--- src/hw/rtl/gfalu_pkg.sv ---
// Shared types, codes and helper functions of the binary field arithmetic unit.
`default_nettype none

package gfalu_pkg;

  localparam logic [1:0] OP_ADD = 2'd0;
  localparam logic [1:0] OP_MUL = 2'd1;
  localparam logic [1:0] OP_INV = 2'd2;
  localparam logic [1:0] OP_POW = 2'd3;

  localparam logic [1:0] ST_OK       = 2'd0;
  localparam logic [1:0] ST_ZERO_MOD = 2'd1;
  localparam logic [1:0] ST_NO_INV   = 2'd2;

  // Multiplier operand A: the reduced constant one or the running base.
  typedef enum logic {A_ONE, A_BASE} a_sel_t;

  // Multiplier operand B sources.
  typedef enum logic [2:0] {B_OPA, B_OPB, B_ACC, B_BASE, B_T0} b_sel_t;

  // Result word sources.
  typedef enum logic [1:0] {RES_XOR, RES_PROD, RES_ACC, RES_ZERO} res_sel_t;

  typedef struct packed {
    logic       load;
    logic       mul_start;
    a_sel_t     a_sel;
    b_sel_t     b_sel;
    logic       wr_base;
    logic       wr_acc;
    logic       e_shift;
    logic       eu_init;
    logic       eu_step;
    logic       out_load;
    res_sel_t   res_sel;
    logic [1:0] status;
  } cmd_t;

  typedef struct packed {
    logic [1:0] op;
    logic       a_zero;
    logic       m_zero;
    logic       mul_busy;
    logic       mul_done;
    logic       e_zero;
    logic       e_lsb;
    logic       e_rest_zero;
    logic       r1_zero;
    logic       r0_one;
  } stat_t;

  // Degree of a polynomial word; zero for the zero word.
  function automatic logic [5:0] deg64(input logic [63:0] v);
    logic [5:0] d;
    d = 6'd0;
    for (int i = 0; i < 64; i++) begin
      if (v[i]) begin
        d = 6'(i);
      end
    end
    return d;
  endfunction

endpackage

`default_nettype wire

--- src/hw/rtl/gfalu_mulmod.sv ---
// Bit-serial modular multiplier: one bit of B per cycle, most significant first.
`default_nettype none

module gfalu_mulmod
  import gfalu_pkg::*;
(
  input  wire logic        clk,
  input  wire logic        rst,
  input  wire logic        start,
  input  wire logic [63:0] a,
  input  wire logic [63:0] b,
  input  wire logic [63:0] m,
  input  wire logic [5:0]  d,
  output logic [63:0]      prod,
  output logic             busy,
  output logic             done
);

  localparam logic [5:0] LAST_BIT = 6'd63;

  logic [63:0] a_r;
  logic [63:0] b_r;
  logic [5:0]  cnt;
  logic [63:0] acc_next;

  // Horner step: multiply by x, fold back the top term, add A if the bit is set.
  always_comb begin
    acc_next = {prod[62:0], 1'b0};
    if (acc_next[d]) begin
      acc_next = acc_next ^ m;
    end
    if (b_r[63]) begin
      acc_next = acc_next ^ a_r;
    end
  end

  always_ff @(posedge clk) begin
    if (rst) begin
      busy <= 1'b0;
      done <= 1'b0;
      cnt  <= '0;
    end else begin
      done <= 1'b0;
      if (start) begin
        busy <= 1'b1;
        cnt  <= LAST_BIT;
        prod <= '0;
        a_r  <= a;
        b_r  <= b;
      end else if (busy) begin
        prod <= acc_next;
        b_r  <= {b_r[62:0], 1'b0};
        if (cnt == 6'd0) begin
          busy <= 1'b0;
          done <= 1'b1;
        end else begin
          cnt <= cnt - 6'd1;
        end
      end
    end
  end

  a_done_after_busy: assert property (@(posedge clk) disable iff (rst)
    done |-> $past(busy))
    else $error("multiplier finished without running");

  a_no_restart: assert property (@(posedge clk) disable iff (rst)
    busy |-> !start)
    else $error("multiplier started while busy");

endmodule

`default_nettype wire

--- src/hw/rtl/gfalu_datapath.sv ---
// Datapath: operand, modulus and Euclid registers, the shared multiplier and the result word.
`default_nettype none

module gfalu_datapath
  import gfalu_pkg::*;
#(
  parameter int MAX_DEGREE = 63
) (
  input  wire logic        clk,
  input  wire logic        rst,
  input  wire cmd_t        cmd,
  output stat_t            st,
  input  wire logic [1:0]  in_opcode,
  input  wire logic [62:0] in_a,
  input  wire logic [62:0] in_b,
  input  wire logic [63:0] in_e,
  input  wire logic [63:0] field_modulus,
  output logic [62:0]      result_value,
  output logic [1:0]       status
);

  localparam logic [62:0] OPND_MASK = 63'((64'd1 << MAX_DEGREE) - 64'd1);
  localparam logic [63:0] MOD_MASK  = 64'((65'd1 << (MAX_DEGREE + 1)) - 65'd1);

  logic [1:0]  op;
  logic [62:0] opa;
  logic [62:0] opb;
  logic [63:0] e;
  logic [63:0] m;
  logic [5:0]  d;
  logic [63:0] base;
  logic [63:0] acc;
  logic [63:0] r0, r1, t0, t1;
  logic [63:0] r0_next, r1_next, t0_next, t1_next;
  logic [63:0] mul_a, mul_b, prod;
  logic        mul_busy, mul_done;
  logic [5:0]  deg0, deg1, sh;

  always_comb begin
    mul_a = (cmd.a_sel == A_BASE) ? base : ((d == 6'd0) ? 64'd0 : 64'd1);
    case (cmd.b_sel)
      B_OPA:   mul_b = {1'b0, opa};
      B_OPB:   mul_b = {1'b0, opb};
      B_ACC:   mul_b = acc;
      B_BASE:  mul_b = base;
      B_T0:    mul_b = t0;
      default: mul_b = '0;
    endcase
  end

  gfalu_mulmod u_mul (
    .clk   (clk),
    .rst   (rst),
    .start (cmd.mul_start),
    .a     (mul_a),
    .b     (mul_b),
    .m     (m),
    .d     (d),
    .prod  (prod),
    .busy  (mul_busy),
    .done  (mul_done)
  );

  // One Euclid step: cancel the leading term of r0, or swap when r0 has fallen below r1.
  always_comb begin
    deg0    = deg64(r0);
    deg1    = deg64(r1);
    sh      = deg0 - deg1;
    r0_next = r1;
    r1_next = r0;
    t0_next = t1;
    t1_next = t0;
    if (r0 != 64'd0 && deg0 >= deg1) begin
      r0_next = r0 ^ (r1 << sh);
      t0_next = t0 ^ (t1 << sh);
      r1_next = r1;
      t1_next = t1;
    end
  end

  always_ff @(posedge clk) begin
    if (cmd.load) begin
      op  <= in_opcode;
      opa <= in_a & OPND_MASK;
      opb <= in_b & OPND_MASK;
      e   <= in_e;
      m   <= field_modulus & MOD_MASK;
      d   <= deg64(field_modulus & MOD_MASK);
      acc <= 64'd1;
    end
    if (cmd.wr_base) begin
      base <= prod;
    end
    if (cmd.wr_acc) begin
      acc <= prod;
    end
    if (cmd.e_shift) begin
      e <= {1'b0, e[63:1]};
    end
    if (cmd.eu_init) begin
      r0 <= m;
      r1 <= base;
      t0 <= 64'd0;
      t1 <= 64'd1;
    end else if (cmd.eu_step) begin
      r0 <= r0_next;
      r1 <= r1_next;
      t0 <= t0_next;
      t1 <= t1_next;
    end
    if (cmd.out_load) begin
      status <= cmd.status;
      case (cmd.res_sel)
        RES_XOR:  result_value <= opa ^ opb;
        RES_PROD: result_value <= prod[62:0];
        RES_ACC:  result_value <= acc[62:0];
        default:  result_value <= '0;
      endcase
    end
  end

  always_comb begin
    st.op          = op;
    st.a_zero      = (opa == 63'd0);
    st.m_zero      = (m == 64'd0);
    st.mul_busy    = mul_busy;
    st.mul_done    = mul_done;
    st.e_zero      = (e == 64'd0);
    st.e_lsb       = e[0];
    st.e_rest_zero = (e[63:1] == 63'd0);
    st.r1_zero     = (r1 == 64'd0);
    st.r0_one      = (r0 == 64'd1);
  end

endmodule

`default_nettype wire

--- src/hw/rtl/gfalu_ctrl.sv ---
// Controller: sequences reduction, multiply, power and inverse, and owns the result valid flag.
`default_nettype none

module gfalu_ctrl
  import gfalu_pkg::*;
(
  input  wire logic  clk,
  input  wire logic  rst,
  input  wire logic  in_valid,
  output logic       in_ready,
  output logic       out_valid,
  input  wire logic  out_ready,
  input  wire stat_t st,
  output cmd_t       cmd
);

  typedef enum logic [3:0] {
    S_IDLE, S_DISPATCH, S_REDUCE, S_MUL_GO, S_MUL_WAIT, S_POW_CHECK, S_POW_ACC,
    S_POW_SHIFT, S_POW_SQ, S_INV_INIT, S_INV_STEP, S_INV_FIX, S_FINISH
  } state_t;

  state_t     state;
  res_sel_t   fin_sel;
  logic [1:0] fin_status;
  logic       out_free;
  logic       early_out;

  assign in_ready  = (state == S_IDLE);
  assign out_free  = !out_valid || out_ready;
  assign early_out = (st.op == OP_ADD) || (st.op == OP_INV && st.a_zero) || st.m_zero;

  always_comb begin
    cmd = '0;
    cmd.a_sel   = A_ONE;
    cmd.b_sel   = B_OPA;
    cmd.res_sel = fin_sel;
    cmd.status  = fin_status;
    case (state)
      S_IDLE:     cmd.load = in_valid;
      S_DISPATCH: cmd.mul_start = !early_out;
      S_REDUCE:   cmd.wr_base = st.mul_done;
      S_MUL_GO: begin
        cmd.mul_start = 1'b1;
        cmd.a_sel     = A_BASE;
        cmd.b_sel     = B_OPB;
      end
      S_POW_CHECK: begin
        cmd.mul_start = !st.e_zero && st.e_lsb;
        cmd.a_sel     = A_BASE;
        cmd.b_sel     = B_ACC;
      end
      S_POW_ACC:  cmd.wr_acc = st.mul_done;
      S_POW_SHIFT: begin
        cmd.e_shift   = 1'b1;
        cmd.mul_start = !st.e_rest_zero;
        cmd.a_sel     = A_BASE;
        cmd.b_sel     = B_BASE;
      end
      S_POW_SQ:   cmd.wr_base = st.mul_done;
      S_INV_INIT: cmd.eu_init = 1'b1;
      S_INV_STEP: begin
        cmd.eu_step   = !st.r1_zero;
        cmd.mul_start = st.r1_zero && st.r0_one;
        cmd.b_sel     = B_T0;
      end
      S_FINISH:   cmd.out_load = out_free;
      default:    cmd = '0;
    endcase
  end

  always_ff @(posedge clk) begin
    if (rst) begin
      state     <= S_IDLE;
      out_valid <= 1'b0;
    end else begin
      if (cmd.out_load) begin
        out_valid <= 1'b1;
      end else if (out_valid && out_ready) begin
        out_valid <= 1'b0;
      end
      case (state)
        S_IDLE: begin
          if (in_valid) begin
            state <= S_DISPATCH;
          end
        end
        S_DISPATCH: begin
          if (st.op == OP_ADD) begin
            fin_sel    <= RES_XOR;
            fin_status <= ST_OK;
            state      <= S_FINISH;
          end else if (st.op == OP_INV && st.a_zero) begin
            fin_sel    <= RES_ZERO;
            fin_status <= ST_NO_INV;
            state      <= S_FINISH;
          end else if (st.m_zero) begin
            fin_sel    <= RES_ZERO;
            fin_status <= ST_ZERO_MOD;
            state      <= S_FINISH;
          end else begin
            state <= S_REDUCE;
          end
        end
        S_REDUCE: begin
          if (st.mul_done) begin
            case (st.op)
              OP_MUL:  state <= S_MUL_GO;
              OP_POW:  state <= S_POW_CHECK;
              default: state <= S_INV_INIT;
            endcase
          end
        end
        S_MUL_GO:   state <= S_MUL_WAIT;
        S_MUL_WAIT: begin
          if (st.mul_done) begin
            fin_sel    <= RES_PROD;
            fin_status <= ST_OK;
            state      <= S_FINISH;
          end
        end
        S_POW_CHECK: begin
          if (st.e_zero) begin
            fin_sel    <= RES_ACC;
            fin_status <= ST_OK;
            state      <= S_FINISH;
          end else if (st.e_lsb) begin
            state <= S_POW_ACC;
          end else begin
            state <= S_POW_SHIFT;
          end
        end
        S_POW_ACC: begin
          if (st.mul_done) begin
            state <= S_POW_SHIFT;
          end
        end
        S_POW_SHIFT: state <= st.e_rest_zero ? S_POW_CHECK : S_POW_SQ;
        S_POW_SQ: begin
          if (st.mul_done) begin
            state <= S_POW_CHECK;
          end
        end
        S_INV_INIT: state <= S_INV_STEP;
        S_INV_STEP: begin
          if (st.r1_zero) begin
            if (st.r0_one) begin
              state <= S_INV_FIX;
            end else begin
              fin_sel    <= RES_ZERO;
              fin_status <= ST_NO_INV;
              state      <= S_FINISH;
            end
          end
        end
        S_INV_FIX: begin
          if (st.mul_done) begin
            fin_sel    <= RES_PROD;
            fin_status <= ST_OK;
            state      <= S_FINISH;
          end
        end
        S_FINISH: begin
          if (out_free) begin
            state <= S_IDLE;
          end
        end
        default: state <= S_IDLE;
      endcase
    end
  end

endmodule

`default_nettype wire

--- src/hw/rtl/gf2m_field_alu_unit.sv ---
// Top level of the GF(2^m) field arithmetic unit: stream ports, modulus register and wiring.
`default_nettype none

// Usage
// Words enter on the s_ stream group and leave on the m_ stream group, one result word for
// every input word. The opcode travels in s_tuser; the operands and the exponent in s_tdata.
// The field polynomial is held in a 64-bit register written through the APB-style port at
// byte address 0; it should be written only while the unit is idle.
//
// Throughput and cost: the unit works on one word at a time. Every modular multiplication
// runs through one shared bit-serial multiplier, and a pass consists of a start, 64 bit
// steps and a completion. Multiply costs two such passes (reduction of the first operand,
// then the product). Power costs one reduction plus up to two multiplications per exponent
// bit up to the highest set bit, so at most 128 passes for a 64-bit exponent. Inverse costs
// a reduction, one extended Euclid step per cycle (a cancellation or a swap, a few hundred
// at most) and a final reduction pass.
//
// Reset clears the controller and the valid flag and loads the modulus 0x11B. A new word is
// taken only when the controller is idle; a finished result waits in the output register
// while the receiver stalls, and a next word may already be accepted behind it, its result
// then waiting until the output register is free.

module gf2m_field_alu_unit
  import gfalu_pkg::*;
#(
  parameter int MAX_DEGREE = 63
) (
  input  wire logic         clk,
  input  wire logic         rst,
  // Input stream
  input  wire logic         s_tvalid,
  output logic              s_tready,
  input  wire logic [191:0] s_tdata,  // operand_a[62:0], operand_b[125:63], exponent[189:126]
  input  wire logic [1:0]   s_tuser,  // opcode[1:0]
  // Output stream
  output logic              m_tvalid,
  input  wire logic         m_tready,
  output logic [63:0]       m_tdata,  // result_value[62:0], zero pad [63]
  output logic [1:0]        m_tuser,  // status[1:0]
  // Configuration port
  input  wire logic         psel,
  input  wire logic         penable,
  input  wire logic         pwrite,
  input  wire logic [3:0]   paddr,
  input  wire logic [63:0]  pwdata,
  output logic [63:0]       prdata,
  output logic              pready
);

  localparam logic [63:0] MODULUS_RESET = 64'd283;

  logic [63:0] field_modulus;
  logic        cfg_write;
  cmd_t        cmd;
  stat_t       st;
  logic [62:0] result_value;
  logic [1:0]  status;

  // Only the register at index 0 exists; the register index is paddr[3].
  assign pready    = 1'b1;
  assign cfg_write = psel && penable && pwrite && pready;
  assign prdata    = paddr[3] ? 64'd0 : field_modulus;

  always_ff @(posedge clk) begin
    if (rst) begin
      field_modulus <= MODULUS_RESET;
    end else if (cfg_write && !paddr[3]) begin
      field_modulus <= pwdata;
    end
  end

  gfalu_ctrl u_ctrl (
    .clk       (clk),
    .rst       (rst),
    .in_valid  (s_tvalid),
    .in_ready  (s_tready),
    .out_valid (m_tvalid),
    .out_ready (m_tready),
    .st        (st),
    .cmd       (cmd)
  );

  gfalu_datapath #(
    .MAX_DEGREE (MAX_DEGREE)
  ) u_dp (
    .clk           (clk),
    .rst           (rst),
    .cmd           (cmd),
    .st            (st),
    .in_opcode     (s_tuser),
    .in_a          (s_tdata[62:0]),
    .in_b          (s_tdata[125:63]),
    .in_e          (s_tdata[189:126]),
    .field_modulus (field_modulus),
    .result_value  (result_value),
    .status        (status)
  );

  assign m_tdata = {1'b0, result_value};
  assign m_tuser = status;

  // An error status always carries a zero result.
  a_err_zero: assert property (@(posedge clk) disable iff (rst)
    (m_tvalid && status != ST_OK) |-> (result_value == 63'd0))
    else $error("error result carries a nonzero value");

  // One word at a time: after an accept the input side is closed in the next cycle.
  a_one_at_a_time: assert property (@(posedge clk) disable iff (rst)
    (s_tvalid && s_tready) |=> !s_tready)
    else $error("second word accepted while busy");

endmodule

`default_nettype wire
--- config.mk ---
export PLATFORM = sky130hd
export DESIGN_NAME = gf2m_field_alu_unit
export DESIGN_NICKNAME = d
export VERILOG_FILES = /design/src/hw/rtl/gfalu_pkg.sv /design/src/hw/rtl/gfalu_mulmod.sv /design/src/hw/rtl/gfalu_datapath.sv /design/src/hw/rtl/gfalu_ctrl.sv /design/src/hw/rtl/gf2m_field_alu_unit.sv
export SDC_FILE = /design/constraint.sdc
export NUM_CORES = 2
export LEC_CHECK = 0
export BUFFER_PORTS_ARGS = -buffer_cell sky130_fd_sc_hd__buf_4
export CORE_ASPECT_RATIO = 0.5
export CORE_MARGIN = 3
export CORE_UTILIZATION = 50
export DETAILED_ROUTE_END_ITERATION = 7
export GPL_ROUTABILITY_DRIVEN = 0
export PLACE_DENSITY = 0.68
export REMOVE_ABC_BUFFERS = 1
export SLEW_MARGIN = 20
export SYNTH_ARGS = -nofsm -noshare
export SYNTH_HDL_FRONTEND = slang
export SYNTH_HIERARCHICAL = 1
export SYNTH_SLANG_ARGS = --single-unit
--- constraint.sdc ---
create_clock -name clk -period 10.65 [get_ports clk]
set_clock_uncertainty 0.1 [all_clocks]
set_input_delay 1.065 -clock clk [delete_from_list [all_inputs] [get_ports clk]]
set_output_delay 1.065 -clock clk [all_outputs]
set_load 0.02 [all_outputs]
==> results.sh <==
export IMPL_core_mm2=0.114
export IMPL_io_buffers=394
export IMPL_post_drt_wl_per_cell_um=28.5
export IMPL_ant_nets=0
export IMPL_grt_pass1_wl_mm=297
export IMPL_maxSlewViolCount=0
export IMPL_clock_sinks=984
export IMPL_setup_violations=0
export IMPL_ctsHoldBuffers=0
export IMPL_syn2layout_area_growth_pct=12.0
export IMPL_cts_buffers=92
export IMPL_fin_cells=7128
export IMPL_met1_length_mm=77.2
export IMPL_die_w_um=488
export IMPL_initial_utilization_pct=50.9
export IMPL_clk_latency_ns=0.72
export IMPL_ctsResizeCount=0
export IMPL_netlist_area_mm2=0.0580
export IMPL_drt_initial_drc_count=7459
export IMPL_cts_setup_buffers=0
export IMPL_top_layer_used="met5"
export IMPL_dp_cells=6953
export IMPL_final_nets=5812
export IMPL_postLayoutCellArea_mm2=0.0649
export IMPL_drive_above_1_share_pct=19.8
export IMPL_critPathLaunchType="flop"
export IMPL_grt_pass1_vias=45000
export IMPL_cts_max_level=3
export IMPL_grt_max_degree=156
export IMPL_min_period_over_period_pct=71.5
export IMPL_place_hpwl_mm=141
export IMPL_max_freq_mhz=131
export IMPL_hold_viol_final=0
export IMPL_vias_per_cell=6.70
export IMPL_firstDrtPassIters=8
export IMPL_dieArea_mm2=0.120
export IMPL_worst_hold_slack_ns=0.340
export IMPL_clk_pin_slew_ns=0.07
export IMPL_maxSlewHeadroom_pct=20.5
export IMPL_p_leak_uw=0.0229
export IMPL_yosysWarningCount=6
export IMPL_hold_class="reg -> reg"
export IMPL_cp_data_arrival_time_ns=8.10
export IMPL_grt_antenna_before_repair=17
export IMPL_setup_tns_ns=0
export IMPL_cellPowerDensity_mw_per_mm2=242
export IMPL_power_uw=15700
export IMPL_outcome="complete, but fails checks"
export IMPL_synth_avg_cell_area_um2=10.8
export IMPL_cp_max_fo=61
export IMPL_maxCapViolCount=0
export IMPL_cts_root_buf="clkbuf_16"
export IMPL_fp_row_count=87
export IMPL_met3_wirelength_mm=32.4
export IMPL_vdd_drop_max_uv=161
export IMPL_dpl_cell_area_mm2=0.0618
export IMPL_violations="design-rule violations"
export IMPL_criticalPathCategory="reg -> reg"
export IMPL_cts_tree="yes"
export IMPL_cts_buffer_depth=3
export IMPL_overflow=0
export IMPL_crit_required_ns=11.14
export IMPL_via_count=47800
export IMPL_min_period_ns=7.61
export IMPL_grt_usage_pct=32.8
export IMPL_drc=28
export IMPL_wl_met2_mm=85.1
export IMPL_max_slew_worst_pin_slew_ns=1.19
export IMPL_pin_count=402
export IMPL_die_h_um=247
export IMPL_drt_total_wl_mm=203
export IMPL_rsz0062_at_grt="no"
export IMPL_syn_inst=5393
export IMPL_critPathCaptureType="flop"
==> metal layers <==
metal | track usage (%) | vias to the layer above
li1 | - | 20600
met3 | 15.1 | 539
met5 | 0 | -
met2 | 47.0 | 3188
met4 | 11.6 | 16
met1 | 43.4 | 23400
==> worst max-delay path, stage by stage, from the launching register on <==
cell and delay, ns:
edfxtp_1 0.56, nor4_1 0.53, o21ai_0 0.18, o311a_1 0.14
a2111oi_0 0.70, o311ai_0 0.25, o311a_1 0.21, o32a_1 0.33
fa_4 1.27, buf_4 0.69, mux4_2 0.37, mux2i_1 0.13
mux2i_1 0.58, mux2i_1 0.33, o21ai_0 0.59, nor4b_1 0.12
a211o_1 0.26
==> area by class of cell <==
| cell class | instances | area (um2) |
|---|---|---|
| diodes | 2 | 5.00 |
| clock buffers | 111 | 2450 |
| clock inverters | 62 | 697 |
| fillers | 9473 | 48900 |
| inverters | 84 | 317 |
| multi-input cells | 3895 | 28400 |
| flip-flops and latches | 984 | 27500 |
| well taps | 1513 | 1890 |
| repair buffers | 477 | 3660 |
==> cell usage in the layout, fill, tap and decap left out, types with 66 or more instances in the layout <==
cell type / n
nor2_1: 229
mux2i_1: 342
mux4_2: 131
and2_1: 142
a211o_1: 80
clkbuf_16: 95
nor4_1: 102
o21ai_0: 240
nand2_1: 725
mux2_2: 219
nand3_1: 66
inv_1: 79
edfxtp_1: 778
buf_4: 470
xnor2_1: 159
a221o_1: 73
a21oi_1: 311
nor3_1: 84
nor2b_1: 94
dfxtp_1: 206
nand2b_1: 141
==> power by group <==
part           total, uW  leakage [uW]  switching [uW]  internal [uW]
Clock               3540       0.00152            1550           1990
Sequential          6050       0.00887             852           5190
Combinational       6150        0.0125            3830           2320
Total              15700        0.0229            6230           9510
==> metrics by stage <==
stage          util, %  worst slack (ns)
5_1_grt           57.0              2.65
3_3_place_gp      54.2              3.47
3_5_place_dp      54.3              3.32
4_1_cts           57.0              3.30
2_1_floorplan        -             -7.95
6_report          57.0              3.04
==> worst paths after layout <==
check / start / to / slack (ns) / depth (start not counted)
worst max-delay path: u_dp/r1[22] / u_dp/t0[57] / 3.04 / 16
worst max register to register: u_dp/r1[22] / u_dp/t0[57] / 3.04 / 16
worst min-delay path: u_dp/u_mul/prod[63] / u_dp/base[63] / 0.34 / 0
worst min register to register: u_dp/u_mul/prod[63] / u_dp/base[63] / 0.34 / 0
Power figures use the tool's default switching activity.
